$ cat config.mk
export PLATFORM = sky130hd
export DESIGN_NAME = atb_cordic_stage
export DESIGN_NICKNAME = d
export VERILOG_FILES = /design/src/rtl/atb_pkg.sv /design/src/rtl/atb_cordic_stage.sv
export SDC_FILE = /design/constraint.sdc
export NUM_CORES = 1
export LEC_CHECK = 0
export ABC_CLOCK_PERIOD_IN_PS = 8400
export BUFFER_PORTS_ARGS = -buffer_cell sky130_fd_sc_hd__buf_4
export CAP_MARGIN = 20
export CORE_UTILIZATION = 28
export DETAILED_ROUTE_END_ITERATION = 10
export PLACE_DENSITY = 0.5
export SETUP_SLACK_MARGIN = 0.2
export SYNTH_ARGS = -nofsm -noshare
export SYNTH_HDL_FRONTEND = slang
export SYNTH_SLANG_ARGS = --single-unit
$ cat constraint.sdc
create_clock -name clk -period 8.4 [get_ports clk]
set_clock_uncertainty 0.1 [all_clocks]
set_input_delay 0.84 -clock clk [delete_from_list [all_inputs] [get_ports clk]]
set_output_delay 0.84 -clock clk [all_outputs]
set_load 0.02 [all_outputs]
$ cat src/rtl/atb_pkg.sv
// ----------------------------------------------------------------------------
// atb_pkg
// Shared types, constants and the micro-rotation angle table for the
// CORDIC vector-to-binary-angle pipeline.
// ----------------------------------------------------------------------------
package atb_pkg;

  localparam int ANGLE_BITS_DEFAULT = 16;
  localparam int COORD_BITS_DEFAULT = 16;

  // CORDIC datapath: angles are fractions of a turn, 2^64 = one full turn
  localparam int TURN_BITS    = 64;
  localparam int CORDIC_STEPS = 62;
  localparam int SHIFT_BITS   = 6;
  // the larger coordinate is normalised so its msb lands on this bit
  localparam int NORM_MSB     = 59;

  typedef logic signed [TURN_BITS-1:0] vec_t;
  typedef logic        [TURN_BITS-1:0] turn_t;

  localparam turn_t RAD_TO_TURN = 64'h28BE_60DB_9391_054A;
  localparam turn_t EIGHTH_TURN  = 64'h2000_0000_0000_0000;
  localparam turn_t QUARTER_TURN = 64'h4000_0000_0000_0000;
  localparam turn_t HALF_TURN    = 64'h8000_0000_0000_0000;

  typedef enum logic [1:0] {
    OCT_CORDIC,
    OCT_ZERO,
    OCT_EIGHTH
  } oct_kind_t;

  // per-request side information carried alongside the datapath
  typedef struct packed {
    logic      yneg;
    logic      xneg;
    logic      swap;
    oct_kind_t kind;
  } side_t;

  // long division by a small constant, one quotient bit at a time (elaboration only)
  function automatic turn_t div_turn(input turn_t num, input int unsigned den);
    turn_t quo;
    turn_t rem;
    quo = '0;
    rem = '0;
    for (int b = TURN_BITS - 1; b >= 0; b--) begin
      rem = {rem[TURN_BITS-2:0], num[b]};
      if (rem >= turn_t'(den)) begin
        rem    = rem - turn_t'(den);
        quo[b] = 1'b1;
      end
    end
    return quo;
  endfunction

  // atan(2^-i) as a truncated odd-power series, in turn units (elaboration only)
  function automatic turn_t micro_angle(input int unsigned i);
    turn_t       sum;
    turn_t       term;
    int unsigned k;
    int unsigned s;
    sum = '0;
    if (i == 0) begin
      sum = EIGHTH_TURN;
    end else begin
      for (k = 0; k < 64; k++) begin
        s = i * (2 * k + 1);
        if (s < 64) begin
          term = div_turn(RAD_TO_TURN >> s, 2 * k + 1);
          if (k[0]) begin
            sum = sum - term;
          end else begin
            sum = sum + term;
          end
        end
      end
    end
    return sum;
  endfunction

endpackage

$ cat src/rtl/atb_cordic_stage.sv
// ----------------------------------------------------------------------------
// atb_cordic_stage
// One registered CORDIC vectoring step: rotates (x, y) towards the x axis
// and accumulates the micro-rotation angle.
// ----------------------------------------------------------------------------
module atb_cordic_stage #(
  parameter int STEP = 0
) (
  input  logic              clk,
  input  logic              rst,
  input  logic              en,
  input  logic              in_vld,
  input  atb_pkg::vec_t     in_x,
  input  atb_pkg::vec_t     in_y,
  input  atb_pkg::turn_t    in_z,
  input  atb_pkg::side_t    in_side,
  output logic              out_vld,
  output atb_pkg::vec_t     out_x,
  output atb_pkg::vec_t     out_y,
  output atb_pkg::turn_t    out_z,
  output atb_pkg::side_t    out_side
);

  localparam atb_pkg::turn_t STEP_ANGLE = atb_pkg::micro_angle(STEP);

  atb_pkg::vec_t  dx;
  atb_pkg::vec_t  dy;
  atb_pkg::vec_t  x_next;
  atb_pkg::vec_t  y_next;
  atb_pkg::turn_t z_next;

  assign dx = in_y >>> STEP;
  assign dy = in_x >>> STEP;

  always_comb begin
    if (!in_y[atb_pkg::TURN_BITS-1]) begin
      x_next = in_x + dx;
      y_next = in_y - dy;
      z_next = in_z + STEP_ANGLE;
    end else begin
      x_next = in_x - dx;
      y_next = in_y + dy;
      z_next = in_z - STEP_ANGLE;
    end
  end

  always_ff @(posedge clk) begin
    if (rst) begin
      out_vld <= 1'b0;
    end else if (en) begin
      out_vld <= in_vld;
    end
  end

  always_ff @(posedge clk) begin
    if (en) begin
      out_x    <= x_next;
      out_y    <= y_next;
      out_z    <= z_next;
      out_side <= in_side;
    end
  end

endmodule

# Word level (Yosys, flattened, before mapping)
# Cells that the tools add are included.
[op_classes]
addsub = 5
muxes = 3
[op_table]
columns = ["operator", "n"]
rows = [
  ["$mux 64", 3],
  ["$sub 64x64->64", 2],
  ["$add 64x62->64 const B", 1],
  ["$add 64x64->64", 1],
  ["$sub 64x62->64 const B", 1],
]
[totals]
ff_bits = 198
in_bits = 201

# Depth between registers and ports, before layout
# Gate-level depths: netlist of the first run.
[depth]
depth_word = 2
mapped_depth = 15
depth_no_buf = 14

# Least setup slack after synthesis of the first run
# No wires, ideal clock.
[synth_timing]
kind = "in2reg"
startpoint = "in in_y[0]"
endpoint = "reg out_y[58], data pin"
setup_ns = 0.268
arrival_time_ns = 3.560
required_ns = 8.032
slack_ns = 4.472
stages = 14
cell_sequence = "inv_1 -> ha_1 -> fa_1 -> and2b_1 -> o2111ai_1 -> a311oi_1 -> o22a_2 -> a31oi_2 -> o21a_1 -> o31a_2 -> o21ai_4 -> a41o_1 -> mux2i_1 -> xnor2_1"
[synth_via]
elab_chain_cells = 2
elab_cells_between_ends = 3
[synth_rtl]
columns = ["element", "line_no", "rtl"]
rows = [
  ["from (decl)", "atb_cordic_stage.sv:14", "input atb_pkg::vec_t in_y,"],
  ["$sub 64x64->64 / $add 64x64->64 (equally long branches)", "atb_cordic_stage.sv:38, atb_cordic_stage.sv:42", ""],
  ["$mux 64 (*)", "atb_cordic_stage.sv:36", "if (!in_y[atb_pkg::TURN_BITS-1]) begin"],
  ["net y_next[58]", "atb_cordic_stage.sv:29", "atb_pkg::vec_t y_next;"],
  ["to (signal assigned)", "atb_cordic_stage.sv:58", "out_y <= y_next;"],
  ["to (decl)", "atb_cordic_stage.sv:19", "output atb_pkg::vec_t out_y,"],
]
# The timed path passes the listed nets; every way through them passes the cells marked *.
# A chain may end at the register's enable or synchronous reset.

# Worst setup path in the final report of the first run
[layout_timing]
startpoint = "in in_x[0]"
endpoint = "reg out_y[60], data pin"
[layout_via]
elab_chain_cells = 2
elab_cells_between_ends = 3
[layout_rtl]
columns = ["element", "line_no", "rtl"]
rows = [
  ["from (decl)", "atb_cordic_stage.sv:13", "input atb_pkg::vec_t in_x,"],
  ["$sub 64x64->64 / $add 64x64->64 (equally long branches)", "atb_cordic_stage.sv:38, atb_cordic_stage.sv:42", ""],
  ["$mux 64 (*)", "atb_cordic_stage.sv:36", ""],
  ["net y_next[60]", "atb_cordic_stage.sv:29", ""],
]
# Marks and branches as above.

==> impl_results.md, run 1 <==
- First-pass GRT wire length: around 110 mm
- Synth Warn #: 0
- Clock period minus worst slack: around 4600 ps
- Placed inst area: 21600 um2
- Longest Clk Path Bufs: 2
- Crit path from: in_x[0]
- Worst slew margin: 31.6%
- Core Rows: 92
- All-Layer GR Usage: between 20% and 30%
- Crit path buf inv count: 1
- Nets: 2785
- Vias in the first global route: around 17000
- Final-report max-slew violation count: 0
- VDD IR-drop max: between 0.0001 and 0.00015 V
- Critical path's most frequent cell: o21ai_2
- Leakage power: 9.48 nW
- Reg2reg start: out_vld
- Antenna violations before repair: 0
- Worst path max stage delay: 670 ps
- Crit path DAT: 4790 ps
- Largest net degree at the start of global routing: 79
- Average cell area after synthesis: a little under 9 um2
- Post-Place Worst Slack: 3320 ps
- Area grow syn2layout: 24.1%
- CTS tree: yes
- Reg2reg path depth: 2
- EDFF count, synth: 196
- Routed WL per cell: 23.0 um
- Hold Path Stages: 2
- Synthesized flop and latch total: 197
- Total grt overflow: 0
- DRC: 0
- Reg clk slew, reported paths: 90 ps
- Post-DRT Antenna Nets: 0
- Crit. path cell count: 14
- Synth Cell Area: ~18000 um2
- Min-delay worst type: in2reg
- GPL Wtd Cong: 0.940
- Synth Flop Type: edfxtp_1
- Sequential area share after synthesis: around 33%
- Hold_buf cts: 0
- # clock sinks: roughly 200
- CP Class: in2reg
- Buffer type at the clock tree root: clkbuf_16
- Die Y: around 250 um
- Dpl cells: 3217
- Post-CTS Setup Inserts: 0
- CP max-delay cell: a211oi_2
- Placeable Area: ~63000 um2
- F_max: 215 MHz
- Share of layout cells above drive strength 1: around a fifth
- Status: complete, no violations
- Hold slack: 380 ps
- Finished Core Util: 35.2%
- IO Pins: 399
- Vias/cell: 5.34
- Fin crit share: 55.3%
- Fin cells: about 3200
- Yosys cell types: 98
- Clk Latency, worst-skew pair: 500 ps
- Net Count, Synth: 2457
- Number of fill cells: 6572
- CP delay by family, top: compound AO/OA/AOI/OAI gates
- Initial Util: between 20 and 30%
- Startpoint Class: input port
- IO Port Bufs: 398
- Mapped Cells: between 2000 and 2500
- Critical-path cell list: buf_4, ha_1, fa_1, nor2b_1, o21ai_2, a2111oi_2, o41ai_4, nor2_1, a211oi_2, o21ai_2, a211oi_4, o311ai_2, a22oi_1, xnor2_1
- Ys async rst share: 0%
- Die X: 255 um
- DIE AREA: 65000 um2
- Final setup viols: 0
- Htree depth: 4
- Final Power: ~3.8 mW
- Critical path required time: approximately 8600 ps
- Worst slew pin tran: between 1000 and 1500 ps
- Dpl hpwl: 59.8 mm
- # diodes: 0
- Max Cap Viol: 0
- # resized after CTS: 0
- Initial DRC count: 1637
- RSZ-0062 raised after global routing: no
- Pwr dens: between 150 and 200 nW/um2
- Design area: 22200 um2
- Final setup TNS: 0 ps
- Number of CTS-inserted buffers: 17
- Drt total wl: 74.6 mm
- Worst setup EP type: flip-flop
- DRT Pass-1 Iters: 8
- Crit-path max FO: 5
- Min-delay src: rst
- Vias: 17300
- Setup ws final: 3760 ps
- Final Hold Viols: 0
==> cells in the final DEF (no fill, tap or decap), types with 5 or more instances in the layout <==
cell and n:
buf_4 403, a21oi_1 275, inv_1 197, edfxtp_1 196
ha_1 190, nor2_1 170, o21ai_0 124, xnor2_1 116
nand2_1 110, o21bai_1 66, nand4_1 39, a21o_1 38
mux2i_1 32, nor3_1 28, nand3_1 27, o31ai_1 27
nor4_1 26, a211oi_1 24, o211ai_1 23, nor2b_1 17
clkbuf_16 17, a221oi_1 15, nand2b_1 13, a31oi_1 13
and2_1 12, o21a_1 11, inv_2 10, o221ai_1 10
xor2_1 10, or3_1 9, clkinv_1 8, a21boi_0 8
o21ai_1 7, or4_1 6, clkinv_8 6, and3_1 5
or2_2 5
==> sequential cells by signal (all words and copies together) (netlist names) <==
signal,cells
out_side,5
out_y,63
out_vld,1
out_x,64
out_z,64
==> path summary, 6_finish.rpt <==
path,to,slack [ps]
max reg2reg,out_vld,7700
min reg2reg,out_vld,420
max,out_y[60],3760
min,out_vld,380
==> synthesized netlist by cell type, drive strengths merged (11+ instances only) <==
library cell	number	share of area, %
and2	12	0.42
o21ai	136	3.9
xnor2	116	5.7
nor2	170	3.6
o211ai	24	1.0
nand3	27	0.75
nor3	29	0.84
o21a	11	0.46
a21oi	277	7.8
edfxtp	196	33
nor2b	17	0.59
nand2b	13	0.45
mux2i	32	1.8
o221ai	11	0.57
a221oi	15	0.73
o21bai	67	2.8
nand2	110	2.3
o31ai	27	1.1
nor4	26	0.91
a21o	39	1.6
clkbuf	59	1.2
ha	190	13
nand4	40	1.4
buf	36	1.0
inv	207	4.3
a31oi	14	0.52
a211oi	26	1.2
==> cells by family after synthesis <==
group,Yosys count,share of synthesized area (%)
xor+xnor,126,6.16
simple gates,484,12.8
compound gates,719,25.7
buf+inv,309,6.76
fa+ha+maj,194,13.7
flops,197,33.0
mux,33,1.85
==> worst register-to-register path: stages, from the launching register on <==
cell     delay, ps
dfxtp_1        320
mux2i_1        130
nor2_1          50
==> report_power, final <==
group | internal (mW) | switching [mW] | leakage (nW) | total, mW
Combinational | 0.564 | 1.00 | 7.25 | 1.57
Sequential | 1.27 | 0.0515 | 1.93 | 1.32
Clock | 0.410 | 0.500 | 0.300 | 0.910
Total | 2.24 | 1.55 | 9.48 | 3.79
==> layer usage <==
layer | up-vias | wire length, um | global-route usage [%]
met2 | 780 | 34900 | 36.8
met3 | 82 | 5590 | 4.04
met4 | 0 | 1910 | 7.27
met1 | 8363 | 32200 | 29.4
met5 | - | 0 | 0
li1 | 8119 | - | -
==> cell type report <==
cell class                      instances  area (um2)  share of cell area [%]
Clock buffer                           17         425                    1.91
Clock inverter                         15         195                   0.878
Inverter                              214         803                    3.61
Multi-Input combinational cell       1556       10800                    48.6
Sequential cell                       197        5910                    26.6
Tap cell                              846        1060                    4.76
Timing Repair Buffer                  404        3040                    13.7
(Power assumes the default switching activity.)
==> run 2, diff against run 1 <==
--- a/config.mk
+++ b/config.mk
@@ -5,7 +5,7 @@
 export SDC_FILE = /design/constraint.sdc
 export NUM_CORES = 1
 export LEC_CHECK = 0
-export ABC_CLOCK_PERIOD_IN_PS = 8400
+export ABC_CLOCK_PERIOD_IN_PS = 4800
 export BUFFER_PORTS_ARGS = -buffer_cell sky130_fd_sc_hd__buf_4
 export CAP_MARGIN = 20
 export CORE_UTILIZATION = 28
==> constraint.sdc (replaced) <==
create_clock -name clk -period 4.8 [get_ports clk]
set_clock_uncertainty 0.1 [all_clocks]
set_input_delay 0.48 -clock clk [delete_from_list [all_inputs] [get_ports clk]]
set_output_delay 0.48 -clock clk [all_outputs]
set_load 0.02 [all_outputs]
==> impl_results.md, run 2 (synthesis results as in run 1) <==
- Status: complete, no violations (unchanged)
- Placeable Area: 63200 um2 (unchanged)
- Nets: 2843 (was 2785)
- Core Rows: 92 (unchanged)
- Crit path buf inv count: 3 (was 1)
- Die Y: 255 um (unchanged)
- Initial Util: 28.4% (unchanged)
- Clock period minus worst slack: 4090 ps
- Worst path max stage delay: 560 ps (was 670 ps)
- Clk Latency, worst-skew pair: 490 ps (was 500 ps)
- CP delay by family, top: compound AO/OA/AOI/OAI gates (unchanged)
- Reg2reg setup slack: 4120 ps (was 7700 ps)
- Routed WL per cell: 22.5 um (was 23.0 um)
- Commonest non-fill, non-tap cells in the layout: buf_4, a21oi_1, inv_1 (unchanged)
- Worst slew margin: 28.8% (was 31.6%)
- First-pass GRT wire length: 109 mm (was 108 mm)
- RSZ-0062 raised after global routing: no (unchanged)
- Die X: 255 um (unchanged)
- Total grt overflow: 0 (unchanged)
- Number of fill cells: 6662 (was 6572)
- Final setup TNS: 0 ps (unchanged)
- Share of layout cells above drive strength 1: 22.1% (was 20.2%)
- Final-report max-slew violation count: 0 (unchanged)
- Fin crit share: 85.1%
- DRT Pass-1 Iters: 5 (was 8)
- Regs by FF count: out_x x64, out_z x64, out_y x63 (unchanged)
- Leakage power: 9.78 nW (was 9.48 nW)
- Commonest non-fill, non-tap cell in the layout: buf_4 (unchanged)
- CP Class: in2reg (unchanged)
- Hold_buf cts: 1 (was 0)
- Final Hold Viols: 0 (unchanged)
- GPL Wtd Cong: 0.962 (was 0.940)
- # resized after CTS: 0 (unchanged)
- Final setup viols: 0 (unchanged)
- Reg2reg path depth: 2 (unchanged)
- Worst slew pin tran: 1060 ps (was 1020 ps)
- Number of CTS-inserted buffers: 17 (unchanged)
- Max Cap Viol: 0 (unchanged)
- # diodes: 0 (unchanged)
- DIE AREA: 65000 um2 (unchanged)
- Startpoint Class: input port (unchanged)
- DRC: 0 (unchanged)
- Htree depth: 4 (unchanged)
- Worst R2R End: out_vld (unchanged)
- Initial DRC count: 1362 (was 1637)
- Area grow syn2layout: 26.8% (was 24.1%)
- Vias/cell: 5.24 (was 5.34)
- # clock sinks: 197 (unchanged)
- Reg clk slew, reported paths: 90 ps (about the same)
- Post-CTS Setup Inserts: 0 (unchanged)
- Longest Clk Path Bufs: 2 (unchanged)
- Vias: 17300 (about the same)
- Vias in the first global route: 17100 (was 16900)
- Drt total wl: 74.5 mm (was 74.6 mm)
- Worst setup EP type: flip-flop (unchanged)
- Placed inst area: 22000 um2 (was 21600 um2)
- Critical-path cell list: buf_4, inv_1, ha_1, buf_4, nor4_1, nand3_1, a21oi_1, o31ai_1, nor3_1, o21ai_1, o21ai_1, a41o_1, a211oi_1, mux2i_1, xor2_1 (was buf_4, ha_1, fa_1, nor2b_1, o21ai_2, a2111oi_2, o41ai_4, nor2_1, a211oi_2, o21ai_2, a211oi_4, o311ai_2, a22oi_1, xnor2_1)
- Crit-path max FO: 12 (was 5)
- Post-DRT Antenna Nets: 0 (unchanged)
- CTS tree: yes (unchanged)
- IO Pins: 399 (unchanged)
- Largest net degree at the start of global routing: 82 (was 79)
- Critical path required time: 4940 ps (was 8550 ps)
- Hold Path Stages: 1 (was 2)
- Pwr dens: 296 nW/um2 (was 171 nW/um2)
- Antenna violations before repair: 5 (was 0)
- Min-delay src: in_z[12] (was rst)
- Dpl hpwl: 60.4 mm (was 59.8 mm)
- F_max: 245 MHz
- VDD IR-drop max: 0.000268 V (was 0.000140 V)
- CP max-delay cell: nor3_1 (was a211oi_2)
- Buffer type at the clock tree root: clkbuf_16 (unchanged)
- All-Layer GR Usage: 22.4% (was 22.3%)
- IO Port Bufs: 398 (unchanged)
- Crit path DAT: 4230 ps (was 4790 ps)
- Design area: 22700 um2 (was 22200 um2)
- Min-delay worst type: in2reg (unchanged)
- Reg2reg start: out_vld (unchanged)
- Hold path endpoint: out_z[12] (was out_vld)
run 2: routing by layer:
layer	track usage (%)	part of all wire [%]	wire length [um]
met5	0	0.019	14
met4	8.18	3.0	2240
met3	4.24	6.5	4840
met2	36.9	47	34700
met1	29.1	44	32700
run 2: through the flow:
| step | setup WS, ps | utilization [%] | power (mW) | hold WS, ps | instances |
|---|---|---|---|---|---|
| finish | 713 | 35.9 | 6.73 | 51.4 | 3307 |
| global placement | 298 | 34.9 | 5.11 | 391 | 3273 |
| detailed placement | 253 | 34.9 | 5.10 | 394 | 3273 |
| global route | 497 | 35.9 | 7.07 | 10.4 | 3307 |
| CTS | 780 | 35.9 | 6.78 | 5.45 | 3306 |
| floorplan | 1230 | - | 3.89 | 452 | 2062 |
run 2: where the power goes:
part,total [mW],switching (mW),internal [mW]
clock,1.63,0.858,0.771
sequential,2.31,0.101,2.21
combinational,2.79,1.74,1.04
run 2: how the worst max path moves through the flow:
stage,startpoint,to,slack [ps],cells after the start
final,in_x[9],out_x[63],710,15
after global routing,in_x[2],out_x[63],500,14
after CTS,in_y[0],out_y[62],780,16
after detailed placement,in_y[0],out_y[62],250,16
after global placement,in_x[0],out_y[60],300,15
after floorplan,in_y[0],out_y[58],1230,14
run 2: final cells by class:
cell class,count,area (um2),share of cell area (%)
Multi-Input combinational cell,1556,10800,47.6
Tap cell,846,1060,4.66
Clock buffer,17,425,1.87
Timing Repair Buffer,462,3500,15.4
Inverter,214,803,3.54
Sequential cell,197,5910,26.0
Clock inverter,15,218,0.958
==> run 3, diff against run 2 <==
--- a/config.mk
+++ b/config.mk
@@ -10,7 +10,6 @@
 export CAP_MARGIN = 20
 export CORE_UTILIZATION = 28
 export DETAILED_ROUTE_END_ITERATION = 10
-export PLACE_DENSITY = 0.5
 export SETUP_SLACK_MARGIN = 0.2
 export SYNTH_ARGS = -nofsm -noshare
 export SYNTH_HDL_FRONTEND = slang
==> impl_results.md, run 3 (synthesis results as in run 1) <==
- Area grow syn2layout: 26.9% (was 26.8%)
- Critical path required time: 4940 ps (about the same)
- Nets: 2853 (was 2843)
- Finished Core Util: 36.0% (was 35.9%)
- DIE AREA: 65000 um2 (unchanged)
- Design area: 22700 um2 (about the same)
- F_max: 241 MHz (was 245 MHz)
- Crit path buf inv count: 3 (unchanged)
- Clock period minus worst slack: 4150 ps (was 4090 ps)
- Worst path max stage delay: 690 ps (was 560 ps)
- Min-delay worst type: in2reg (unchanged)
- Placed inst area: 22100 um2 (was 22000 um2)
- Die X: 255 um (unchanged)
- Worst slew margin: 34.3% (was 28.8%)
- GPL Wtd Cong: 0.941 (was 0.962)
- First-pass GRT wire length: 109 mm (about the same)
- Htree depth: 4 (unchanged)
- All-Layer GR Usage: 22.5% (was 22.4%)
- Routed WL per cell: 22.5 um (about the same)
- CP max-delay cell: a2111oi_0 (was nor3_1)
- Final Hold Viols: 0 (unchanged)
- Largest net degree at the start of global routing: 91 (was 82)
- Antenna violations before repair: 1 (was 5)
- Final setup TNS: 0 ps (unchanged)
- VDD IR-drop max: 0.000254 V (was 0.000268 V)
- CTS tree: yes (unchanged)
- Crit-path max FO: 8 (was 12)
- Total grt overflow: 0 (unchanged)
- Number of fill cells: 6599 (was 6662)
- Leakage power: 9.81 nW (was 9.78 nW)
- Pwr dens: 294 nW/um2 (was 296 nW/um2)
- Core Rows: 92 (unchanged)
- Max Cap Viol: 0 (unchanged)
- DRC: 0 (unchanged)
- CP delay by family, top: compound AO/OA/AOI/OAI gates (unchanged)
- # clock sinks: 197 (unchanged)
- # resized after CTS: 0 (unchanged)
- RSZ-0062 raised after global routing: no (unchanged)
- Hold slack: 43.3 ps (was 51.4 ps)
- Clk Latency, worst-skew pair: 500 ps (was 490 ps)
- Post-DRT Antenna Nets: 0 (unchanged)
- Share of layout cells above drive strength 1: 22.3% (was 22.1%)
- IO Pins: 399 (unchanged)
- Initial DRC count: 1562 (was 1362)
- Fin crit share: 86.4% (was 85.1%)
- Vias in the first global route: 17000 (was 17100)
- Vias/cell: 5.29 (was 5.24)
- Crit path DAT: 4290 ps (was 4230 ps)
- Worst slew pin tran: 986 ps (was 1060 ps)
- DRT Pass-1 Iters: 5 (unchanged)
- Status: complete, no violations (unchanged)
- Initial Util: 28.4% (unchanged)
- Placeable Area: 63200 um2 (unchanged)
- Commonest non-fill, non-tap cell in the layout: buf_4 (unchanged)
- Dpl hpwl: 60.6 mm (was 60.4 mm)
- Final-report max-slew violation count: 0 (unchanged)
- CP Class: in2reg (unchanged)
- Longest Clk Path Bufs: 2 (unchanged)
- Startpoint Class: input port (unchanged)
- Reg clk slew, reported paths: 90 ps (about the same)
- Dpl cells: 3283 (was 3273)
- Buffer type at the clock tree root: clkbuf_16 (unchanged)
- Fin cells: 3319 (was 3307)
- Number of CTS-inserted buffers: 17 (unchanged)
- Commonest non-fill, non-tap cells in the layout: buf_4, a21oi_1, inv_1 (unchanged)
- Die Y: 255 um (unchanged)
- Worst setup EP type: flip-flop (unchanged)
- Regs by FF count: out_x x64, out_z x64, out_y x63 (unchanged)
- IO Port Bufs: 398 (unchanged)
- Final setup viols: 0 (unchanged)
- Drt total wl: 74.8 mm (was 74.5 mm)
- Vias: 17500 (was 17300)
- Critical-path cell list: buf_4, inv_1, ha_1, nor2_1, o31ai_1, a2111oi_0, o31ai_1, o211ai_1, a21oi_1, buf_4, o31ai_1, nand3_1, a21oi_1, a21oi_1, xnor2_1 (was buf_4, inv_1, ha_1, buf_4, nor4_1, nand3_1, a21oi_1, o31ai_1, nor3_1, o21ai_1, o21ai_1, a41o_1, a211oi_1, mux2i_1, xor2_1)
==> run 3: metal layers <==
layer,vias up,global-route usage [%],wire (um)
li1,8254,-,-
met1,8370,29.1,31900
met2,835,37.1,35200
met3,88,4.47,5910
met4,0,7.49,1910
met5,-,0,0
==> run 3: through the flow <==
| stage | total power [mW] | setup slack (ps) |
|---|---|---|
| 2_1_floorplan | 3.89 | 1230 |
| 3_3_place_gp | 5.12 | 258 |
| 3_5_place_dp | 5.12 | 273 |
| 4_1_cts | 6.72 | 785 |
| 5_1_grt | 7.00 | 481 |
| 6_report | 6.69 | 653 |
==> run 3: cell type report <==
| class | count | area, um2 | share of cell area [%] |
|---|---|---|---|
| clock inverters | 14 | 180 | 0.792 |
| repair buffers | 472 | 3560 | 15.7 |
| diodes | 2 | 5.00 | 0.0220 |
| clock buffers | 18 | 429 | 1.89 |
| multi-input cells | 1556 | 10800 | 47.5 |
| inverters | 214 | 803 | 3.53 |
| well taps | 846 | 1060 | 4.65 |
| flip-flops and latches | 197 | 5910 | 26.0 |
==> run 3: path summary, 6_finish.rpt <==
path              startpoint         to  slack, ps  cells past startpoint
setup / recovery    in_x[16]  out_x[57]        650                     15
hold / removal      in_z[59]  out_z[59]         40                      1
setup reg to reg     out_vld    out_vld       4110                      2
hold reg to reg      out_vld    out_vld        410                      2
==> run 3: report_power, final <==
group	internal [mW]	switching [mW]	total [mW]	leakage (nW)
clock network	0.709	0.859	1.57	0.293
logic	1.05	1.75	2.79	7.59
registers	2.21	0.109	2.32	1.93
total	3.97	2.72	6.69	9.81
==> run 3: timing repair <==
action	in CTS	in global routing
buffers inserted	0	0
endpoints found under the hold margin	1	0
hold buffers	1	0
